## src/hw/rtl/kdb_pkg.sv

```systemverilog
`timescale 1ns / 1ps
// Shared types, widths, codes and defaults of the key debounce block.
package kdb_pkg;

  localparam int KEY_W      = 4;
  localparam int EVENT_W    = 2;
  localparam int DEB_W      = 8;
  localparam int LONG_W     = 10;
  localparam int REP_W      = 8;
  localparam int HOLD_W     = 11;
  localparam int CFG_IDX_W  = 2;
  localparam int CFG_DATA_W = 10;

  localparam int NUM_KEYS_DEFAULT = 12;

  localparam logic [DEB_W-1:0]  DEBOUNCE_RESET = 8'd4;
  localparam logic [LONG_W-1:0] LONG_RESET     = 10'd150;
  localparam logic [REP_W-1:0]  REPEAT_RESET   = 8'd10;

  localparam logic [CFG_IDX_W-1:0] CFG_DEBOUNCE = 2'd0;
  localparam logic [CFG_IDX_W-1:0] CFG_LONG     = 2'd1;
  localparam logic [CFG_IDX_W-1:0] CFG_REPEAT   = 2'd2;

  typedef enum logic [EVENT_W-1:0] {
    EV_NONE  = 2'd0,
    EV_SHORT = 2'd1,
    EV_LONG  = 2'd2
  } kdb_event_t;

  typedef struct packed {
    logic              stable;
    logic              prev;
    logic [DEB_W-1:0]  deb;
    logic [HOLD_W-1:0] hold;
    logic [REP_W-1:0]  rep;
  } kdb_state_t;

  typedef struct packed {
    logic [DEB_W-1:0]  debounce_ticks;
    logic [LONG_W-1:0] long_press_ticks;
    logic [REP_W-1:0]  repeat_ticks;
  } kdb_cfg_t;

  localparam kdb_state_t STATE_RESET = '{
    stable: 1'b1,
    prev:   1'b1,
    deb:    '0,
    hold:   '0,
    rep:    '0
  };

endpackage

```

## src/hw/rtl/kdb_if.sv

```systemverilog
`timescale 1ns / 1ps
// Valid/ready channel interfaces for poll ticks and key events.
interface kdb_in_if;
  logic                       valid;
  logic                       ready;
  logic [kdb_pkg::KEY_W-1:0]  key_index;
  logic                       level;

  modport source (output valid, key_index, level, input ready);
  modport sink   (input valid, key_index, level, output ready);
endinterface

interface kdb_out_if;
  logic                        valid;
  logic                        ready;
  logic [kdb_pkg::KEY_W-1:0]   key_id;
  logic [kdb_pkg::EVENT_W-1:0] event_res;

  modport source (output valid, key_id, event_res, input ready);
  modport sink   (input valid, key_id, event_res, output ready);
endinterface

```

## src/hw/rtl/kdb_update.sv

```systemverilog
`timescale 1ns / 1ps
// Per-key next-state and event logic for one poll tick.
module kdb_update (
  input  kdb_pkg::kdb_state_t cur,
  input  logic                level,
  input  kdb_pkg::kdb_cfg_t   cfg,
  output kdb_pkg::kdb_state_t nxt,
  output kdb_pkg::kdb_event_t ev
);

  always_comb begin
    logic [kdb_pkg::HOLD_W-1:0] long_ext;
    long_ext = {1'b0, cfg.long_press_ticks};
    nxt = cur;
    ev  = kdb_pkg::EV_NONE;

    if (level != cur.prev) begin
      nxt.deb = '0;
    end else if (cur.deb < cfg.debounce_ticks) begin
      nxt.deb = cur.deb + 8'd1;
    end else if (level != cur.stable) begin
      nxt.stable = level;
      if (level && (cur.hold < long_ext)) begin
        ev = kdb_pkg::EV_SHORT;
      end
      nxt.hold = '0;
    end
    nxt.prev = level;

    if (!nxt.stable) begin
      if (nxt.hold <= long_ext) begin
        nxt.hold = nxt.hold + 11'd1;
      end
      if (nxt.hold == long_ext) begin
        ev = kdb_pkg::EV_LONG;
      end
      if (nxt.hold > long_ext) begin
        nxt.rep = cur.rep + 8'd1;
        if (nxt.rep >= cfg.repeat_ticks) begin
          nxt.rep = '0;
          ev = kdb_pkg::EV_LONG;
        end
      end
    end
  end

endmodule

```

## src/hw/rtl/key_debounce_long_press_repeat.sv

```systemverilog
`timescale 1ns / 1ps
// A poll word is held in s1, its result in the output register. Throughput: one
// poll word per cycle while event_out is not stalled; the per-key state memory is
// read on accept, written back as the word leaves s1, with write data forwarded
// to a same-key read. Reset: config returns to defaults; per-key valid bits clear
// at once, so every key reads as released with zero counters. No clearing pass.
module key_debounce_long_press_repeat #(
  parameter int NUM_KEYS = kdb_pkg::NUM_KEYS_DEFAULT
) (
  input  logic                                clk,
  input  logic                                rst,
  kdb_in_if.sink                              key_in,
  kdb_out_if.source                           event_out,
  input  logic                                cfg_we,
  input  logic [kdb_pkg::CFG_IDX_W-1:0]       cfg_index,
  input  logic [kdb_pkg::CFG_DATA_W-1:0]      cfg_data
);

  localparam int IDX_W = (NUM_KEYS > 1) ? $clog2(NUM_KEYS) : 1;

  kdb_pkg::kdb_cfg_t cfg;

  always_ff @(posedge clk) begin
    if (rst) begin
      cfg.debounce_ticks   <= kdb_pkg::DEBOUNCE_RESET;
      cfg.long_press_ticks <= kdb_pkg::LONG_RESET;
      cfg.repeat_ticks     <= kdb_pkg::REPEAT_RESET;
    end else if (cfg_we) begin
      case (cfg_index)
        kdb_pkg::CFG_DEBOUNCE: cfg.debounce_ticks   <= cfg_data[kdb_pkg::DEB_W-1:0];
        kdb_pkg::CFG_LONG:     cfg.long_press_ticks <= cfg_data[kdb_pkg::LONG_W-1:0];
        kdb_pkg::CFG_REPEAT:   cfg.repeat_ticks     <= cfg_data[kdb_pkg::REP_W-1:0];
        default: ;
      endcase
    end
  end

  logic                       accept;
  logic                       in_range;
  logic [IDX_W-1:0]           rd_addr;
  logic                       s1_valid;
  logic [kdb_pkg::KEY_W-1:0]  s1_key;
  logic                       s1_level;
  logic                       s1_in_range;
  logic [IDX_W-1:0]           s1_addr;
  logic                       s1_adv;
  logic                       out_valid;
  logic [kdb_pkg::KEY_W-1:0]  out_key;
  kdb_pkg::kdb_event_t        out_event;

  assign s1_adv       = !out_valid || event_out.ready;
  assign key_in.ready = !s1_valid || s1_adv;
  assign accept       = key_in.valid && key_in.ready;
  assign in_range     = 32'(key_in.key_index) < NUM_KEYS;
  assign rd_addr      = in_range ? IDX_W'(key_in.key_index) : '0;

  // State memory with per-key valid bits and same-key forwarding
  kdb_pkg::kdb_state_t mem [NUM_KEYS];
  logic [NUM_KEYS-1:0] vld;
  kdb_pkg::kdb_state_t rd_data;
  logic                rd_vld;
  logic                fwd_hit;
  kdb_pkg::kdb_state_t fwd_data;
  logic                wr_en;
  kdb_pkg::kdb_state_t wr_data;
  kdb_pkg::kdb_state_t cur;
  kdb_pkg::kdb_event_t upd_event;

  assign wr_en = s1_valid && s1_adv && s1_in_range;

  always_ff @(posedge clk) begin
    if (wr_en) begin
      mem[s1_addr] <= wr_data;
    end
    if (accept) begin
      rd_data  <= mem[rd_addr];
      fwd_data <= wr_data;
    end
  end

  always_ff @(posedge clk) begin
    if (rst) begin
      vld     <= '0;
      rd_vld  <= 1'b0;
      fwd_hit <= 1'b0;
    end else begin
      if (wr_en) begin
        vld[s1_addr] <= 1'b1;
      end
      if (accept) begin
        rd_vld  <= vld[rd_addr];
        fwd_hit <= wr_en && (s1_addr == rd_addr);
      end
    end
  end

  assign cur = fwd_hit ? fwd_data : (rd_vld ? rd_data : kdb_pkg::STATE_RESET);

  kdb_update u_update (
    .cur   (cur),
    .level (s1_level),
    .cfg   (cfg),
    .nxt   (wr_data),
    .ev    (upd_event)
  );

  always_ff @(posedge clk) begin
    if (rst) begin
      s1_valid <= 1'b0;
    end else if (key_in.ready) begin
      s1_valid <= key_in.valid;
    end
  end

  always_ff @(posedge clk) begin
    if (accept) begin
      s1_key      <= key_in.key_index;
      s1_level    <= key_in.level;
      s1_in_range <= in_range;
      s1_addr     <= rd_addr;
    end
  end

  always_ff @(posedge clk) begin
    if (rst) begin
      out_valid <= 1'b0;
    end else if (s1_adv) begin
      out_valid <= s1_valid;
    end
  end

  always_ff @(posedge clk) begin
    if (s1_valid && s1_adv) begin
      out_key   <= s1_key;
      out_event <= s1_in_range ? upd_event : kdb_pkg::EV_NONE;
    end
  end

  assign event_out.valid     = out_valid;
  assign event_out.key_id    = out_key;
  assign event_out.event_res = out_event;

  a_fwd_capture: assert property (@(posedge clk) disable iff (rst)
    (wr_en && accept && (s1_addr == rd_addr)) |=> fwd_hit)
    else $error("same-key write not forwarded");

  a_write_legal: assert property (@(posedge clk) disable iff (rst)
    wr_en |-> (s1_valid && s1_in_range))
    else $error("state write without an in-range word");

  a_event_code: assert property (@(posedge clk) disable iff (rst)
    out_valid |-> (out_event == kdb_pkg::EV_NONE || out_event == kdb_pkg::EV_SHORT ||
                   out_event == kdb_pkg::EV_LONG))
    else $error("illegal event code");

  a_range_quiet: assert property (@(posedge clk) disable iff (rst)
    (out_valid && (32'(out_key) >= NUM_KEYS)) |-> (out_event == kdb_pkg::EV_NONE))
    else $error("event on out-of-range key");

  a_vld_cleared: assert property (@(posedge clk)
    $fell(rst) |-> (vld == '0))
    else $error("valid bits not cleared by reset");

endmodule

```

## src/flat_wrapper.sv

```systemverilog
// flat-port wrapper written by rule: the top's interface ports become plain ports
module key_debounce_long_press_repeat_flat 
#(
  parameter int NUM_KEYS = kdb_pkg::NUM_KEYS_DEFAULT
)
  (clk, rst, cfg_we, cfg_index, cfg_data, key_in_valid, key_in_key_index, key_in_level, key_in_ready, event_out_valid, event_out_key_id, event_out_event_res, event_out_ready);
  kdb_in_if key_in_i ();
  kdb_out_if event_out_i ();
  input  logic clk;
  input  logic rst;
  input  logic cfg_we;
  input  logic [kdb_pkg::CFG_IDX_W-1:0] cfg_index;
  input  logic [kdb_pkg::CFG_DATA_W-1:0] cfg_data;
  input wire logic [$bits(key_in_i.valid)-1:0] key_in_valid;
  input wire logic [$bits(key_in_i.key_index)-1:0] key_in_key_index;
  input wire logic [$bits(key_in_i.level)-1:0] key_in_level;
  output wire logic [$bits(key_in_i.ready)-1:0] key_in_ready;
  output wire logic [$bits(event_out_i.valid)-1:0] event_out_valid;
  output wire logic [$bits(event_out_i.key_id)-1:0] event_out_key_id;
  output wire logic [$bits(event_out_i.event_res)-1:0] event_out_event_res;
  input wire logic [$bits(event_out_i.ready)-1:0] event_out_ready;
  assign key_in_i.valid = key_in_valid;
  assign key_in_i.key_index = key_in_key_index;
  assign key_in_i.level = key_in_level;
  assign key_in_ready = key_in_i.ready;
  assign event_out_valid = event_out_i.valid;
  assign event_out_key_id = event_out_i.key_id;
  assign event_out_event_res = event_out_i.event_res;
  assign event_out_i.ready = event_out_ready;
  key_debounce_long_press_repeat #(.NUM_KEYS(NUM_KEYS)) u_core (.clk(clk), .rst(rst), .key_in(key_in_i), .event_out(event_out_i), .cfg_we(cfg_we), .cfg_index(cfg_index), .cfg_data(cfg_data));
endmodule
```

## config.mk

```make
export PLATFORM = sky130hd
export DESIGN_NAME = key_debounce_long_press_repeat_flat
export DESIGN_NICKNAME = d
export VERILOG_FILES = /design/src/hw/rtl/kdb_pkg.sv /design/src/hw/rtl/kdb_if.sv /design/src/hw/rtl/kdb_update.sv /design/src/hw/rtl/key_debounce_long_press_repeat.sv /design/src/flat_wrapper.sv
export SDC_FILE = /design/constraint.sdc
export NUM_CORES = 1
export LEC_CHECK = 0
export BUFFER_PORTS_ARGS = -buffer_cell sky130_fd_sc_hd__buf_2
export CAP_MARGIN = 30
export CORE_UTILIZATION = 60
export CTS_CLUSTER_SIZE = 30
export DETAILED_ROUTE_END_ITERATION = 10
export PLACE_DENSITY = 0.76
export SLEW_MARGIN = 25
export SYNTH_ARGS = -nofsm -noshare
export SYNTH_HDL_FRONTEND = slang
export SYNTH_HIERARCHICAL = 1
export SYNTH_SLANG_ARGS = --single-unit
```

## constraint.sdc

```tcl
create_clock -name clk -period 12.7 [get_ports clk]
set_clock_uncertainty 0.15 [all_clocks]
set_input_delay 2.54 -clock clk [delete_from_list [all_inputs] [get_ports clk]]
set_output_delay 2.54 -clock clk [all_outputs]
set_load 0.02 [all_outputs]
```

# Yosys cells after proc, flatten, opt, wreduce, memory -nomap -nowiden
# Memory sizes are Yosys's and may differ from the RTL's. A register that Yosys moved wholly into a read port is not among the register bits.
# Cells that the tools add are included.
[totals]
ff_bits = 87
mem_bits_rw = 348
input_bits = 22
output_inout_bits = 8
wordCells = 83
n_memories = 1
[classes]
addsub = 3
magnitude_cmp = 9
n_eq_ne = 6
muxes = 30
bitwise = 1
n_reduce_logical = 14
[memory_table]
columns = ["memory", "words", "word_bits", "rd", "rd_clocked_by_memory_dff", "write_ports", "line", "text"]
rows = [
  ["u_core.mem", 12, 29, 1, 1, 1, "key_debounce_long_press_repeat.sv:58", "kdb_pkg::kdb_state_t mem [NUM_KEYS];"],
]
[op_table]
columns = ["op", "n"]
rows = [
  ["$mux 29", 2],
  ["$mux 11", 5],
  ["$mux 8", 4],
  ["$mux 19", 1],
  ["$add 8x1->8 const B", 2],
  ["$mux 2", 7],
  ["$or 12x12->12", 1],
  ["$add 11x1->11 const B", 1],
  ["$eq 11x10->1", 1],
  ["$gt 11x10->1", 1],
  ["$le 11x10->1", 1],
  ["$lt 11x10->1", 1],
  ["$lt 4x5->1 const B", 2],
  ["$ge 8x8->1", 1],
  ["$lt 8x8->1", 1],
  ["$mux 1", 8],
  ["$logic_and 1x1->1", 6],
  ["$reduce_and 2->1", 3],
  ["$bmux 1 s4", 1],
  ["$demux 1 s4", 1],
  ["$eq 4x4->1", 1],
  ["$ge 4x1->1 const B", 1],
  ["$lt 4x4->1 const B", 1],
  ["$mux 4", 1],
  ["other kinds (6)", 9],
]

# Depth between registers and ports, before layout
# Gate-level depths: netlist of run 1.
[logic_depth]
word_depth = 14
depth_mapped = 27
mapped_depth_nobuf = 24

# Hierarchy
# The synthesis of run 1 kept the hierarchy.
[modules_own_cells]
columns = ["mod", "n_inst", "cells_per_inst", "area_per_inst_um2", "seq_area_each_um2"]
rows = [
  ["key_debounce_long_press_repeat", 1, 1142, 18308.8, 13513.0],
  ["kdb_update", 1, 299, 2200.9, 0.0],
]

# Worst setup path after synthesis of run 1
# OpenSTA, ideal clock, no wires.
[synth_path]
kind = "flip-flop to flip-flop"
start = "reg u_core.rd_vld"
end = "reg u_core/fwd_data[1] in the netlist's numbering, data pin"
setup_ns = 0.360
arrival_ns = 6.119
required_time_ns = 12.190
path_slack_ns = 6.070
stages_incl_launch_ff = 27
n_path_buf = 3
period_less_slack_ns = 6.630
cell_sequence = "dfxtp_1 nor2b_1 clkbuf_1 clkbuf_1 a22o_1 ha_1 o21a_1 nor2_1 o31ai_1 o21ai_2 nand2_1 inv_1 ha_1 a211oi_1 nor2_1 o311a_1 nand4b_1 nor3_1 xnor2_1 ha_1 a2111oi_0 o21ai_0 a221o_1 a221oi_4 or2_1 buf_6 o21ai_0"
[synth_rtl]
columns = ["element", "line", "text"]
rows = [
  ["start: declaration", "key_debounce_long_press_repeat.sv:61", "logic rd_vld;"],
  ["start signal: assignment", "key_debounce_long_press_repeat.sv:91", "rd_vld <= vld[rd_addr];"],
  ["end signal: assignment", "key_debounce_long_press_repeat.sv:77", "fwd_data <= wr_data;"],
  ["end: declaration", "key_debounce_long_press_repeat.sv:63", "kdb_pkg::kdb_state_t fwd_data;"],
]

==> flow_summary.yaml, run 1 <==
setup_path:
  criticalPathCategory: "register to register"
  reg2reg_to: "u_core/mem[4][1]$_DFFE_PP_"
  r2r_cells: 25
  worstSetupStartpointType: "register"
  crit_arrival_ps: 8340
  crit_start: "u_core/fwd_hit$_SDFFE_PP0P_"
  required_ps: 12860
  cp_max_fo: 31
  timing.rr.start: "u_core/fwd_hit$_SDFFE_PP0P_"
  r2r_setup_slack_ps: 4530
  endpoint: "u_core/mem[4][1]$_DFFE_PP_"
  end_kind: "register"
global_route:
  grt_max_degree: 70
  antenna_found_initial: 1
  grt_util_all_layers: 0.288
  grt_overflow: 0
  grt_pass1_wl_um: 75000
  grt_pass1_vias: 12400
power:
  swShare: 0.231
  peakVddDrop_uv: 120
  p_total_w: 0.00330
  p_sw_w: 0.000761
  p_clk_frac: 0.399
  cellLeakagePower_nw: 8.06
  p_int_w: 0.00254
  p_per_area_nw_per_um2: 146
  p_comb_frac: 0.080
  seqPwrFrac: 0.521
final_layout:
  syn_to_final_growth_pct: 10.4
  most-common-layout-cells: "422 x edfxtp_1, 85 x nand2_1, 65 x a21oi_1"
  final_layout_size_suffix_gt1_frac: 0.159
  antennaDiodeCount: 0
  mostFrequentLayoutCell: "edfxtp_1"
  post-route-util: 0.674
  fin_nets: 1538
synth:
  syn_inst: 1441
  synth.cell_area_um2: 20500
  post_synth_num_cell_types: 80
  synth_nets: 1510
  yosys_warnings: 6
  ys_seq_elements: 464
  avgSynthCellArea_um2: 14.2
  synth_seq_area_share: 0.659
  async_flop_share: 0
  synth_flop_cell: "edfxtp_1"
  synth_edf_count: 422
clock_network:
  htree_levels: 2
  post_cts_buffers: 0
  ctsResizeCount: 0
  cts_buffer_depth: 3
  clock_sinks: 464
  holdBufCountCts: 0
  insertion_delay_ps: 590
  cts_tree: "yes"
  clk_pin_slew_worst_paths_ps: 60
  root_buffer: "clkbuf_16"
  cts_made_buffers: 47
routing:
  met1_length_um: 21600
  dr_wl_met3_um: 4680
  viasPerCell: 6.54
  routed_wl_um: 50300
  drc: 0
  met2_length_um: 23000
  drtIter0Drc: 1753
  avgRoutedWirePerCell_um: 25.7
  ant_nets: 0
  vias: 12800
  top_layer: "met4"
  dr.pass1.iters: 7
sta:
  rsz0062_at_grt: "no"
  setup-tns-final_ps: 0
  slew-limit-headroom: 0.344
  slew_violations: 0
  setup_viol: 0
  fmax_mhz: 122
  tightest_slew_ps: 980
  fin_crit_ps: 8170
  period_share: 0.644
  whs_ps: 262
  hold_viol: 0
placement:
  io_buffers: 29
  dpl.hpwl_um: 30600
  gp_congestion: 0.949
floorplanning:
  design.die.area_um2: 34900
  chipWidth_um: 187
  rows: 67
  core_area_um2: 33600
  die_h_um: 187
  boundaryPins: 30
  start_util: 0.610
min_path:
  hp-class: "register to register"
status:
  status: "complete, no violations"
run:
  maxCapViolations: 0
-- metrics by stage --
step	area [um^2]	std cells	worst slack (ps)
3_5_place_dp	21100	1864	4850
2_1_floorplan	20500	1441	6070
6_report	22700	1956	4530
3_3_place_gp	21000	1862	5040
5_1_grt	22700	1956	4020
4_1_cts	22600	1952	4840
-- power groups by stage --
| stage | Sequential [W] | Clock, W | Combinational (W) |
|---|---|---|---|
| final | 0.00172 | 0.00132 | 0.000264 |
| after global routing | 0.00172 | 0.00139 | 0.000283 |
| after CTS | 0.00172 | 0.00134 | 0.000256 |
| after detailed placement | 0.00175 | 0 | 0.000254 |
| after global placement | 0.00175 | 0 | 0.000247 |
| after floorplan | 0.00174 | 0 | 0.000181 |
-- flip-flops by register name, summed over array words and instances (netlist names) --
name                        flops
u_core/event_out.key_id         4
u_core/s1_in_range              1
u_core/s1_key                   4
u_core/event_out.valid          1
u_core/vld                     12
u_core/s1_valid                 1
u_core/fwd_hit                  1
u_core/event_out.event_res      2
u_core/s1_addr                  4
u_core/fwd_data                29
u_core/cfg                     26
u_core/mem                    348
u_core/rd_data                 29
u_core/rd_vld                   1
u_core/s1_level                 1
-- critical path, cell delays in order, from the launching register on --
cell	delay [ps]
dfxtp_1	300
buf_4	330
nor2b_2	70
buf_4	250
a22o_1	240
ha_1	320
nand4_1	250
o31ai_1	540
o21ai_2	280
nand2_1	310
inv_1	90
ha_1	300
nand4_1	120
or3_1	380
o311a_1	200
nand4b_1	460
nor3_1	360
xnor2_1	130
ha_1	220
a2111oi_0	380
o21ai_0	150
a221o_1	390
a221oi_4	480
or2_1	540
o21ai_0	370
buf_2	270
-- cells by family after synthesis --
kind of cell    Yosys count  share of synthesized area
xor+xnor                 35                     0.0149
simple gates            314                     0.0833
mux                      94                     0.0481
buf+inv                 137                     0.0320
compound gates          350                      0.134
fa+ha+maj                47                     0.0287
flops                   464                      0.659
-- Yosys cell counts (6+ instances only) --
| library cell | instances | area [um^2] |
|---|---|---|
| and2_1 | 6 | 37.5 |
| nand2_1 | 85 | 319 |
| o221ai_1 | 7 | 61.3 |
| clkbuf_1 | 35 | 131 |
| edfxtp_1 | 422 | 12700 |
| buf_2 | 26 | 130 |
| o211ai_1 | 8 | 60.1 |
| o21ai_1 | 10 | 50.1 |
| a311o_1 | 12 | 120 |
| nand3b_1 | 10 | 75.1 |
| a222oi_1 | 12 | 120 |
| a22o_1 | 37 | 324 |
| mux2_2 | 34 | 383 |
| nand2b_1 | 19 | 119 |
| a221o_1 | 23 | 230 |
| nor3b_2 | 11 | 138 |
| o21ba_2 | 8 | 80.1 |
| nand4_1 | 12 | 75.1 |
| buf_4 | 10 | 75.1 |
| nor2b_1 | 40 | 250 |
| a211o_1 | 12 | 105 |
| a21oi_1 | 66 | 330 |
| mux2i_1 | 58 | 581 |
| ha_1 | 47 | 588 |
| xnor2_1 | 21 | 184 |
| a31oi_1 | 12 | 75.1 |
| o31ai_1 | 16 | 120 |
| inv_1 | 49 | 184 |
| xor2_1 | 14 | 123 |
| o211a_1 | 10 | 100 |
| nor3_1 | 12 | 60.1 |
| a21o_1 | 16 | 120 |
| nand3_1 | 22 | 110 |
| buf_6 | 9 | 101 |
| a211oi_1 | 25 | 188 |
| a211oi_2 | 10 | 125 |
| nor2_1 | 65 | 244 |
| dfxtp_1 | 42 | 841 |
| o21ai_0 | 29 | 145 |
| o22a_1 | 7 | 61.3 |
-- how the worst min path moves through the flow --
stage | start | to | depth (start not counted)
4_1_cts | u_core/s1_key[1]$_DFFE_PP_ | u_core/event_out.key_id[1]$_DFFE_PP_ | 0
3_3_place_gp | u_core/s1_key[3]$_DFFE_PP_ | u_core/event_out.key_id[3]$_DFFE_PP_ | 0
2_1_floorplan | u_core/s1_key[0]$_DFFE_PP_ | u_core/event_out.key_id[0]$_DFFE_PP_ | 0
6_report | u_core/s1_key[1]$_DFFE_PP_ | u_core/event_out.key_id[1]$_DFFE_PP_ | 0
5_1_grt | u_core/s1_key[1]$_DFFE_PP_ | u_core/event_out.key_id[1]$_DFFE_PP_ | 0
3_5_place_dp | u_core/s1_key[1]$_DFFE_PP_ | u_core/event_out.key_id[1]$_DFFE_PP_ | 0
-- layout make-up --
type | instances | area [um^2]
sequential | 464 | 13500
clock inverter | 30 | 234
multi-input combinational | 840 | 6480
timing repair buffer | 63 | 433
inverter | 53 | 199
tap | 448 | 561
clock buffer | 58 | 1230
fill | 2354 | 11000
-- per-layer routing --
metal,up-vias,track usage
li1,5636,-
met2,673,0.443
met1,6406,0.424
met3,79,0.0471
met5,-,0
met4,0,0.0889
(Power assumes the default switching activity.)
==> inputs of run 2 (changes only) <==
--- a/config.mk
+++ b/config.mk
@@ -5,9 +5,10 @@
 export SDC_FILE = /design/constraint.sdc
 export NUM_CORES = 1
 export LEC_CHECK = 0
+export ABC_AREA = 1
 export BUFFER_PORTS_ARGS = -buffer_cell sky130_fd_sc_hd__buf_2
 export CAP_MARGIN = 30
-export CORE_UTILIZATION = 60
+export CORE_UTILIZATION = 57
 export CTS_CLUSTER_SIZE = 30
 export DETAILED_ROUTE_END_ITERATION = 10
 export PLACE_DENSITY = 0.76
==> constraint.sdc (replaced) <==
create_clock -name clk -period 6.9 [get_ports clk]
set_clock_uncertainty 0.15 [all_clocks]
set_input_delay 1.38 -clock clk [delete_from_list [all_inputs] [get_ports clk]]
set_output_delay 1.38 -clock clk [all_outputs]
set_load 0.02 [all_outputs]
==> run 2 against run 1 <==
Combinational power rose by 120%. Worst setup slack worse by 4000 ps. Clock-buffer cell count is 1 higher. Register-to-register slack got worse by 4000 ps. Largest cell class unchanged. Non-clock buffer count fell by 3. Sequential share of layout area is 0.70 points higher. Area after synthesis is 0.95% lower. Utilization down 3.0 points. Die area increased by 4.2%. Sequential power increased by 87%. Power up 88%.
==> flow_summary.yaml, run 2 <==
status:
  status: "complete, no violations"
final_layout:
  antennaDiodeCount: 0
  final_layout_size_suffix_gt1_frac: 0.0902
  largest_reg_flops: 348
  fillers: 2549
  fin_nets: 1922
  stdcell_count: 2340
  most-common-layout-cells: "422 x edfxtp_1, 327 x nand2_1, 192 x nor2_1"
  top_register: "u_core/mem"
  syn_to_final_growth_pct: 10.2
  top_regs: "u_core/mem (348), u_core/fwd_data (29), u_core/rd_data (29)"
  mostFrequentLayoutCell: "edfxtp_1"
sta:
  tightest_slew_ps: 999
  fmax_mhz: 158
  fin_crit_ps: 6330
  slew-limit-headroom: 0.329
  period_share: 0.917
  setup_viol: 0
  hold_viol: 0
  slew_violations: 0
  setup-tns-final_ps: 0
  rsz0062_at_grt: "no"
setup_path:
  cp_slowest_cell: "clkinv_1"
  required_ps: 7050
  worstSetupStartpointType: "register"
  cp_max_fo: 18
  worst-path-buf-inv: 5
  r2r_setup_slack_ps: 570
  cp_top_family: "simple AND/OR/NAND/NOR gates"
  crit_path_max_incr_delay_ps: 510
  end_kind: "register"
  crit_arrival_ps: 6480
  worst_path_most_repeated_cell: "nand2_1"
  criticalPathCategory: "register to register"
routing:
  drtIter0Drc: 1361
  avgRoutedWirePerCell_um: 20.2
  vias: 13600
  ant_nets: 0
  dr.pass1.iters: 5
  routed_wl_um: 47300
  viasPerCell: 5.81
  drc: 0
clock_network:
  clk_pin_slew_worst_paths_ps: 60
  insertion_delay_ps: 560
  cts_tree: "yes"
  cts_buffer_depth: 3
  root_buffer: "clkbuf_16"
  ctsResizeCount: 0
  htree_levels: 2
  clock_sinks: 464
  holdBufCountCts: 0
  cts_made_buffers: 47
  post_cts_buffers: 0
synth:
  synth.most_common_cell: "edfxtp_1"
  synthTopCellsByArea: "edfxtp_1 62%, nand2_1 6.0%, dfxtp_1 4.1%, nor2_1 3.7%, inv_1 3.5%"
  avgSynthCellArea_um2: 11.1
  synth.cell_area_um2: 20300
  post_synth_num_cell_types: 41
  ys_seq_elements: 464
  syn_inst: 1825
  synth_edf_count: 422
  synth_nets: 1894
  synth_seq_area_share: 0.665
  yosys_warnings: 6
  synth_flop_cell: "edfxtp_1"
  synth_top_cell_area_share: 0.624
  synth_area_leader_cell: "edfxtp_1"
  synth_common_cells: "422 x edfxtp_1, 327 x nand2_1, 198 x nor2_1"
  async_flop_share: 0
floorplanning:
  design.die.area_um2: 36400
  die_h_um: 191
  rows: 68
  chipWidth_um: 191
  core_area_um2: 34800
  start_util: 0.584
  boundaryPins: 30
global_route:
  grt_overflow: 0
  grt_pass1_wl_um: 73100
  grt_util_all_layers: 0.266
  antenna_found_initial: 0
  grt_pass1_vias: 12900
  grt_max_degree: 154
power:
  p_per_area_nw_per_um2: 278
  cellLeakagePower_nw: 8.71
  peakVddDrop_uv: 222
  p_total_w: 0.00622
placement:
  gp_congestion: 0.909
  io_buffers: 29
  dpl.hpwl_um: 26800
  numPlacedInstances: 2256
min_path:
  hp-class: "register to register"
run:
  maxCapViolations: 0
run 2: cell count changes after synthesis, sizes merged, moves of 41 or more:
cell    change
nand2     +254
o211ai     +51
o21ai     +202
nor2      +136
nand3      +41
inv       +144
mux2i      -58
run 2: cell families after synthesis:
| kind of cell | count (synthesis) | synth area share |
|---|---|---|
| buf+inv | 280 | 0.0577 |
| simple gates | 645 | 0.136 |
| xor+xnor | 11 | 0.00474 |
| flops | 464 | 0.665 |
| fa+ha+maj | 47 | 0.0289 |
| compound gates | 378 | 0.108 |
run 2: area by class of cell:
cell class / instances / area (um^2) / area share
flip-flops and latches: 464 / 13500 / 0.604
multi-input cells: 1081 / 5700 / 0.255
clock buffers: 59 / 1270 / 0.0568
inverters: 199 / 748 / 0.0334
well taps: 455 / 569 / 0.0254
repair buffers: 60 / 378 / 0.0169
clock inverters: 22 / 204 / 0.00911
run 2: path summary, 6_finish.rpt:
kind,start,cells after the start,to
max,u_core/fwd_hit$_SDFFE_PP0P_,38,u_core/mem[6][6]$_DFFE_PP_
min,u_core/s1_key[2]$_DFFE_PP_,0,u_core/event_out.key_id[2]$_DFFE_PP_
max reg2reg,u_core/fwd_hit$_SDFFE_PP0P_,38,u_core/mem[6][6]$_DFFE_PP_
min reg2reg,u_core/s1_key[2]$_DFFE_PP_,0,u_core/event_out.key_id[2]$_DFFE_PP_
run 2: metal layers:
layer  wire length (um)  part of all wire  GRT usage  vias to the layer above
met5                  0                 0          0                        -
li1                   -                 -          -                     6396
met3               3770             0.080     0.0328                       96
met4               1350             0.029      0.101                        0
met2              22500              0.48      0.431                      559
met1              19700              0.42      0.370                     6533
run 2: worst reg2reg max path, delay by kind of cell (launching register included):
kind                     cells  cell delay, ps
flip-flops                   1             340
buffers and inverters        5            1180
AO/OA/AOI/OAI                4             760
adder cells (fa/ha/maj)      3             850
AND/OR/NAND/NOR             26            2770
run 2: stage by stage:
step                area (um^2)  utilization  setup WS (ps)  hold WS (ps)
floorplan                 20300            -           1750           250
global placement          20900        0.600            899           251
detailed placement        20900        0.600            700           257
CTS                       22400        0.643            659           272
global route              22400        0.643            108           274
finish                    22400        0.643            570           269
run 2: where the power goes:
part	internal, W	total [W]	switching (W)
logic	0.000155	0.000569	0.000414
clock network	0.00142	0.00244	0.00102
registers	0.00318	0.00321	0.0000250
